### src/design/lztd_pkg.sv
// Package with the shared types and constants of the token decompressor.
`default_nettype none

package lztd_pkg;

    localparam logic [7:0] TOK_LIT_EXT1 = 8'h1d;
    localparam logic [7:0] TOK_LIT_EXT2 = 8'h1e;
    localparam logic [7:0] TOK_LIT_EXT4 = 8'h1f;
    localparam logic [7:0] TOK_HIGH_MIN = 8'h80;
    localparam logic [7:0] CLS_MASK     = 8'h60;
    localparam logic [7:0] CLS_SHORT    = 8'h20;
    localparam logic [7:0] CLS_OFF8     = 8'h40;
    localparam logic [7:0] MLEN_CODE2   = 8'hfe;
    localparam logic [7:0] MLEN_CODE4   = 8'hff;
    localparam logic [31:0] BIAS_EXT1   = 32'h1e;
    localparam logic [31:0] BIAS_EXT2   = 32'h11e;
    localparam logic [31:0] BIAS_MLEN2  = 32'h102;

    typedef enum logic [2:0] {
        TK_LIT_SHORT,
        TK_LIT_EXT1,
        TK_LIT_EXT2,
        TK_LIT_EXT4,
        TK_REF_SHORT,
        TK_REF_OFF8,
        TK_REF_LONG,
        TK_REF_HIGH
    } t_tok_kind;

    typedef struct packed {
        logic      mode;
        logic [7:0] in_byte;
        logic      start_stream;
        t_tok_kind kind;
    } t_item;

    typedef enum logic [3:0] {
        PH_TOKEN     = 4'd0,
        PH_LITERAL   = 4'd1,
        PH_LITLEN1   = 4'd2,
        PH_LITLEN2   = 4'd3,
        PH_LITLEN3   = 4'd4,
        PH_LITLEN4   = 4'd5,
        PH_OFF_SHORT = 4'd6,
        PH_OFF_LONG  = 4'd7,
        PH_OFF_HIGH  = 4'd8,
        PH_MLEN_CODE = 4'd9,
        PH_MLEN1     = 4'd10,
        PH_MLEN2     = 4'd11,
        PH_MLEN3     = 4'd12,
        PH_MLEN4     = 4'd13
    } t_phase;

    typedef enum logic [2:0] {
        ES_IDLE,
        ES_DEC,
        ES_DSET,
        ES_RD,
        ES_WR
    } t_eng_state;

    typedef struct packed {
        logic       err;
        logic       done_res;
        logic       more_pending;
        logic       last;
        logic [7:0] out_byte;
    } t_result;

    function automatic logic [31:0] sat_add(input logic [31:0] a, input logic [31:0] b);
        logic [32:0] s;
        s = {1'b0, a} + {1'b0, b};
        return s[32] ? 32'hffff_ffff : s[31:0];
    endfunction

    function automatic t_tok_kind classify(input logic [7:0] b);
        t_tok_kind k;
        if (b < TOK_LIT_EXT1) begin
            k = TK_LIT_SHORT;
        end else if (b == TOK_LIT_EXT1) begin
            k = TK_LIT_EXT1;
        end else if (b == TOK_LIT_EXT2) begin
            k = TK_LIT_EXT2;
        end else if (b == TOK_LIT_EXT4) begin
            k = TK_LIT_EXT4;
        end else if (b >= TOK_HIGH_MIN) begin
            k = TK_REF_HIGH;
        end else if ((b & CLS_MASK) == CLS_SHORT) begin
            k = TK_REF_SHORT;
        end else if ((b & CLS_MASK) == CLS_OFF8) begin
            k = TK_REF_OFF8;
        end else begin
            k = TK_REF_LONG;
        end
        return k;
    endfunction

endpackage

`default_nettype wire

### src/design/lztd_front.sv
// Input queue that takes stream transfers and classifies each token byte.
`default_nettype none

module lztd_front
    import lztd_pkg::*;
(
    input  wire logic   i_clk,
    input  wire logic   i_rst_n,
    input  wire logic   i_valid,
    output logic        o_ready,
    input  wire logic   i_mode,
    input  wire logic [7:0] i_byte,
    input  wire logic   i_start,
    output logic        o_valid,
    input  wire logic   i_ready,
    output t_item       o_item
);

    t_item       r_buf [2];
    logic        r_wp, r_rp;
    logic [1:0]  r_cnt;
    logic        push, pop;

    assign o_ready = (r_cnt != 2'd2);
    assign o_valid = (r_cnt != 2'd0);
    assign o_item  = r_buf[r_rp];
    assign push    = i_valid && o_ready;
    assign pop     = o_valid && i_ready;

    always_ff @(posedge i_clk) begin
        if (!i_rst_n) begin
            r_wp  <= 1'b0;
            r_rp  <= 1'b0;
            r_cnt <= 2'd0;
        end else begin
            if (push) r_wp <= ~r_wp;
            if (pop) r_rp <= ~r_rp;
            r_cnt <= r_cnt + {1'b0, push} - {1'b0, pop};
        end
    end

    always_ff @(posedge i_clk) begin
        if (push) begin
            r_buf[r_wp] <= '{mode: i_mode, in_byte: i_byte, start_stream: i_start,
                             kind: classify(i_byte)};
        end
    end

endmodule

`default_nettype wire

### config.mk
export PLATFORM = sky130hd
export DESIGN_NAME = lztd_front
export DESIGN_NICKNAME = d
export VERILOG_FILES = /design/src/design/lztd_pkg.sv /design/src/design/lztd_front.sv
export SDC_FILE = /design/constraint.sdc
export NUM_CORES = 1
export LEC_CHECK = 0
export BUFFER_PORTS_ARGS = -buffer_cell sky130_fd_sc_hd__buf_4
export CAP_MARGIN = 20
export CORE_MARGIN = 2
export CORE_UTILIZATION = 35
export DETAILED_ROUTE_END_ITERATION = 10
export HOLD_SLACK_MARGIN = 0.06
export PLACE_DENSITY = 0.67
export SYNTH_ARGS = -nofsm -noshare
export SYNTH_HDL_FRONTEND = slang
export SYNTH_SLANG_ARGS = --single-unit
### constraint.sdc
create_clock -name i_clk -period 1.5 [get_ports i_clk]
set_input_delay 0.15 -clock i_clk [delete_from_list [all_inputs] [get_ports i_clk]]
set_output_delay 0.15 -clock i_clk [all_outputs]
set_load 0.02 [all_outputs]
* Word level (Yosys, flattened, before mapping)
Memory sizes are Yosys's and may differ from the RTL's. A register that Yosys moved wholly into a read port is not among the register bits. Cells that the tools add are included.
Storage, ports and cells: logic and storage cells 31, memory bits (writable) 26, bits in registers 4, output and inout bits 15, memories 1, input bits 14
Operators by class: bitwise logic cells 2, multiplexer cells 12, magnitude comparators 2, equality and inequality tests 6, add/sub/neg operators 2, reduce and logical (&&, ||, !) cells 3
Memories:
- r_buf | depth 2, width 13, read ports 1, clocked after memory_dff 1, wr ports 1, RTL line lztd_front.sv:19 | t_item r_buf [2];
Operator list (number):
- $eq 8x5->1 const B | 3
- $mux 3 | 5
- $ge 8x8->1 const B | 1
- $lt 8x5->1 const B | 1
- $mux 2 | 3
- $mux 1 | 4
- $add 2x1->2 | 1
- $eq 2x1->1 const B | 1
- $eq 2x2->1 const B | 1
- $logic_and 1x1->1 | 2
- $ne 2x2->1 const B | 1
- $not 1->1 | 2
- $reduce_bool 2->1 | 1
- $sub 2x1->2 | 1

* Logic depth before layout (Yosys ltp)
depth in word-level cells 9, depth in mapped cells 8, mapped depth without buffers 8

* Least setup slack after synthesis
Ideal clock, no wire load.
kind register -> register, from register r_cnt[0], to register r_cnt[1], clock period less this slack 1.715 ns, data arrival time 1.600 ns, setup time 0.115 ns, path buffers 0, stages on the path, launching flop included 9, data required time 1.385 ns, slack -0.215 ns, cells stage by stage dfxtp_1 nand2b_1 nand2_1 ha_1 inv_1 ha_1 xnor2_1 xnor2_1 and2_1
On the way: word-level cells in the longest chain between the ends 4, elaborated cells between the ends (all ways) 6, those cells by class add/sub: 2; eq/ne: 1; reduce/logical: 3
RTL lines:
- start: declaration | RTL line lztd_front.sv:21 | logic [1:0] r_cnt;
- start signal: assignment | RTL line lztd_front.sv:38 | r_cnt <= r_cnt + {1'b0, push} - {1'b0, pop};
- $ne 2x2->1 | RTL line lztd_front.sv:24 | assign o_ready = (r_cnt != 2'd2);
- named net o_ready | RTL line lztd_front.sv:10 | output logic o_ready,
- $logic_and 1x1->1 | RTL line lztd_front.sv:27 | assign push = i_valid && o_ready;
- $add 2x1->2 | RTL line lztd_front.sv:38
- $sub 2x1->2 | RTL line lztd_front.sv:38
The timed path passes the listed nets, and every way through them passes these cells. A chain may end at the register's enable or synchronous reset.

* Worst setup path after layout
from register r_cnt[0], to register r_cnt[1]
On the way: elaborated cells between the ends (all ways) 6, those cells by class add/sub: 2; eq/ne: 1; reduce/logical: 3
RTL lines:
- $reduce_bool 2->1 | RTL line lztd_front.sv:25 | assign o_valid = (r_cnt != 2'd0);
- $logic_and 1x1->1 | RTL line lztd_front.sv:28 | assign pop = o_valid && i_ready;
- named net pop | RTL line lztd_front.sv:22 | logic push, pop;
- $sub 2x1->2 | RTL line lztd_front.sv:38
The timed path passes the listed nets, and every way through them passes these cells.

==> out/results.ini <==
[status]
result_of_the_run=finished, violations left
failed_checks=negative setup slack

[final_layout]
final.fill_count=307
area.growth.synth_to_final_pct=47.1
drive_gt1_share_pct=54.7
nNetsFinal=145
mostFrequentLayoutCells=sky130_fd_sc_hd__buf_4, sky130_fd_sc_hd__edfxtp_1, sky130_fd_sc_hd__mux2_2
diodes=0
regArea_um2=885
multiInputGateArea_um2=389
stdcell_count=174
mostFrequentLayoutCell=sky130_fd_sc_hd__buf_4

[power_and_ir_drop]
leakagePower_nw=0.692
ir_drop_mv=0.807
p_per_area_nw_per_um2=1500

[global_route]
first_global_vias=846
global_route_wire_length_before_repair_um=3960
grt_start_max_net_pins=14
global_route.usage.total_pct=13.4
antenna_found_initial=0
grt_overflow_total=0

[drt]
vias_per_cell=4.41
drtPass1Iterations=4
drc=0
drt-total-wl_um=2290
wl_per_cell_um=13.2
drt_first_iter_violations=12
dr_total_vias=767
antenna_left=0

[sta]
tns_ns=-0.0409
final_critical_path_setup_slack_ns=-0.0409
fin_worst_skew_ns=0.00724
layout_worst_path_cycle_share_pct=103
setup_viol=1
fin_crit_ns=1.54
slew_viol_final=0
final.hold.worst_slack_ns=0.0786
maxClockFrequency_mhz=649
unrepaired_setup_endpoints_after_global_routing=true
tightest_slew_ns=0.299
hold_viol=0
max_slew_margin_pct=80.0

[placement]
place_congestion=0.683
io_buffer_count=28
numPlacedInstances=153
dp.final_hpwl_um=1460

[synth]
synth_edf_count=26
synth_seq_cells=31
synth_area_per_cell_um2=16.7
synthArstFlopShare_pct=0
yosys_warnings=0
synth.cell_area_um2=1240
synth.yosys.seq_area_share_pct=71.3
yosys_most_used_dff=sky130_fd_sc_hd__edfxtp_1
mappedNetlistNets=91
ys_types=20
syn-instance-count=74

[cts]
clock_sinks=31
tritoncts.num_buffers=5
source_to_sink_clock_delay_at_the_later_pin_of_the_worst_skew_pair_ns=0.32
cts.path.max_buffers=2
cts_htree_levels=2
cts_tree=yes
clk_tree_root_cell=sky130_fd_sc_hd__clkbuf_4
clkTransAtPathRegs_ns=0.08

[floorplanning]
die_outline_area_um2=4020
placeableCoreArea_um2=3360
num_io_pins=29
y_dimension_of_the_die_um=63.4
die_width_um=63.4
placement_rows=21
initial_core_utilization_pct=36.8

[critical_path]
worst-endpoint-required_ns=1.71
crit_fanout=3
critical_path_class=register to register
cp_data_arrival_time_ns=1.75
regToRegSetupSlack_ns=-0.04
critical_path.endpoint_type=register
timing.critical_path.from_type=register

[min_path]
hold_path.class=input pin to register

[flow_run]
drv_cap=0

==> per-layer routing <==
layer	GRT usage, %	routed length [µm]	up-vias
met5	0	0	-
met4	4.89	29	0
met1	13.5	900	355
li1	-	-	383
met3	5.36	163	4
met2	24.6	1200	25
==> timing repair <==
| action | in CTS | in global routing |
|---|---|---|
| endpoints found under the setup margin | 14 | 14 |
| pin swaps | 6 | 1 |
| hold endpoints to repair | 20 | 0 |
| setup buffers | 4 | 0 |
| resized for setup | 7 | 7 |
| hold buffers | 10 | 0 |
==> critical path: stages (launching register included) <==
cell                      delay (ns)
sky130_fd_sc_hd__dfxtp_2        0.34
sky130_fd_sc_hd__o21a_4         0.23
sky130_fd_sc_hd__ha_4           0.26
sky130_fd_sc_hd__inv_2          0.04
sky130_fd_sc_hd__ha_4           0.15
sky130_fd_sc_hd__xnor2_2        0.13
sky130_fd_sc_hd__xnor2_1        0.13
sky130_fd_sc_hd__and2_1         0.15
==> area by class of cell <==
type,count,share of cell area (%)
inverters,3,0.619
flip-flops and latches,31,48.7
well taps,46,3.17
multi-input cells,39,21.4
clock inverters,2,0.482
repair buffers,48,23.6
clock buffers,5,2.06
==> synth_stat cells (all sizes together), types with 3 or more instances <==
master | instances | area share [%]
edfxtp | 26 | 63
inv | 3 | 0.91
dfxtp | 5 | 8.1
nor3 | 3 | 1.6
mux2 | 13 | 12
xnor2 | 3 | 2.1
ha | 3 | 3.0
==> report_power, final <==
part / switching (mW) / internal (mW) / total (mW)
Sequential: 0.0625 / 1.10 / 1.16
Combinational: 0.523 / 0.633 / 1.16
Clock: 0.255 / 0.166 / 0.420
==> sequential cells by signal, indices dropped and copies added (netlist names), named ones only <==
register and flops:
r_buf 26, r_cnt 2, r_rp 1, r_wp 1
==> through the flow <==
| stage | cell area, µm² | worst slack [ns] | utilization, % | power (mW) |
|---|---|---|---|---|
| after detailed placement | 1570 | -0.0462 | 46.8 | 2.13 |
| after global placement | 1570 | 0.0123 | 46.8 | 2.10 |
| after floorplan | 1260 | -0.00881 | - | 1.74 |
| after global routing | 1820 | -0.115 | 54.1 | 2.90 |
| final | 1820 | -0.0409 | 54.1 | 2.73 |
| after CTS | 1790 | 0.00160 | 53.2 | 2.71 |
==> worst paths after layout <==
kind                               start       end  cells past startpoint
worst min-delay path             i_rst_n  r_cnt[0]                      2
worst max-delay path            r_cnt[0]  r_cnt[1]                      7
worst max register to register  r_cnt[0]  r_cnt[1]                      7
worst min register to register      r_wp      r_wp                      2
==> cells by family (layout without fill, tap and decap cells) <==
logic type,after synthesis,in the layout,synth area share (%)
flip-flops,31,31,71.3
AND/OR/NAND/NOR,16,16,7.59
multiplexers,14,14,12.7
buffers and inverters,4,58,1.82
adder cells (fa/ha/maj),3,3,3.04
AO/OA/AOI/OAI,3,3,1.52
XOR/XNOR,3,3,2.13
No activity file was read; power rests on OpenSTA's default activity.
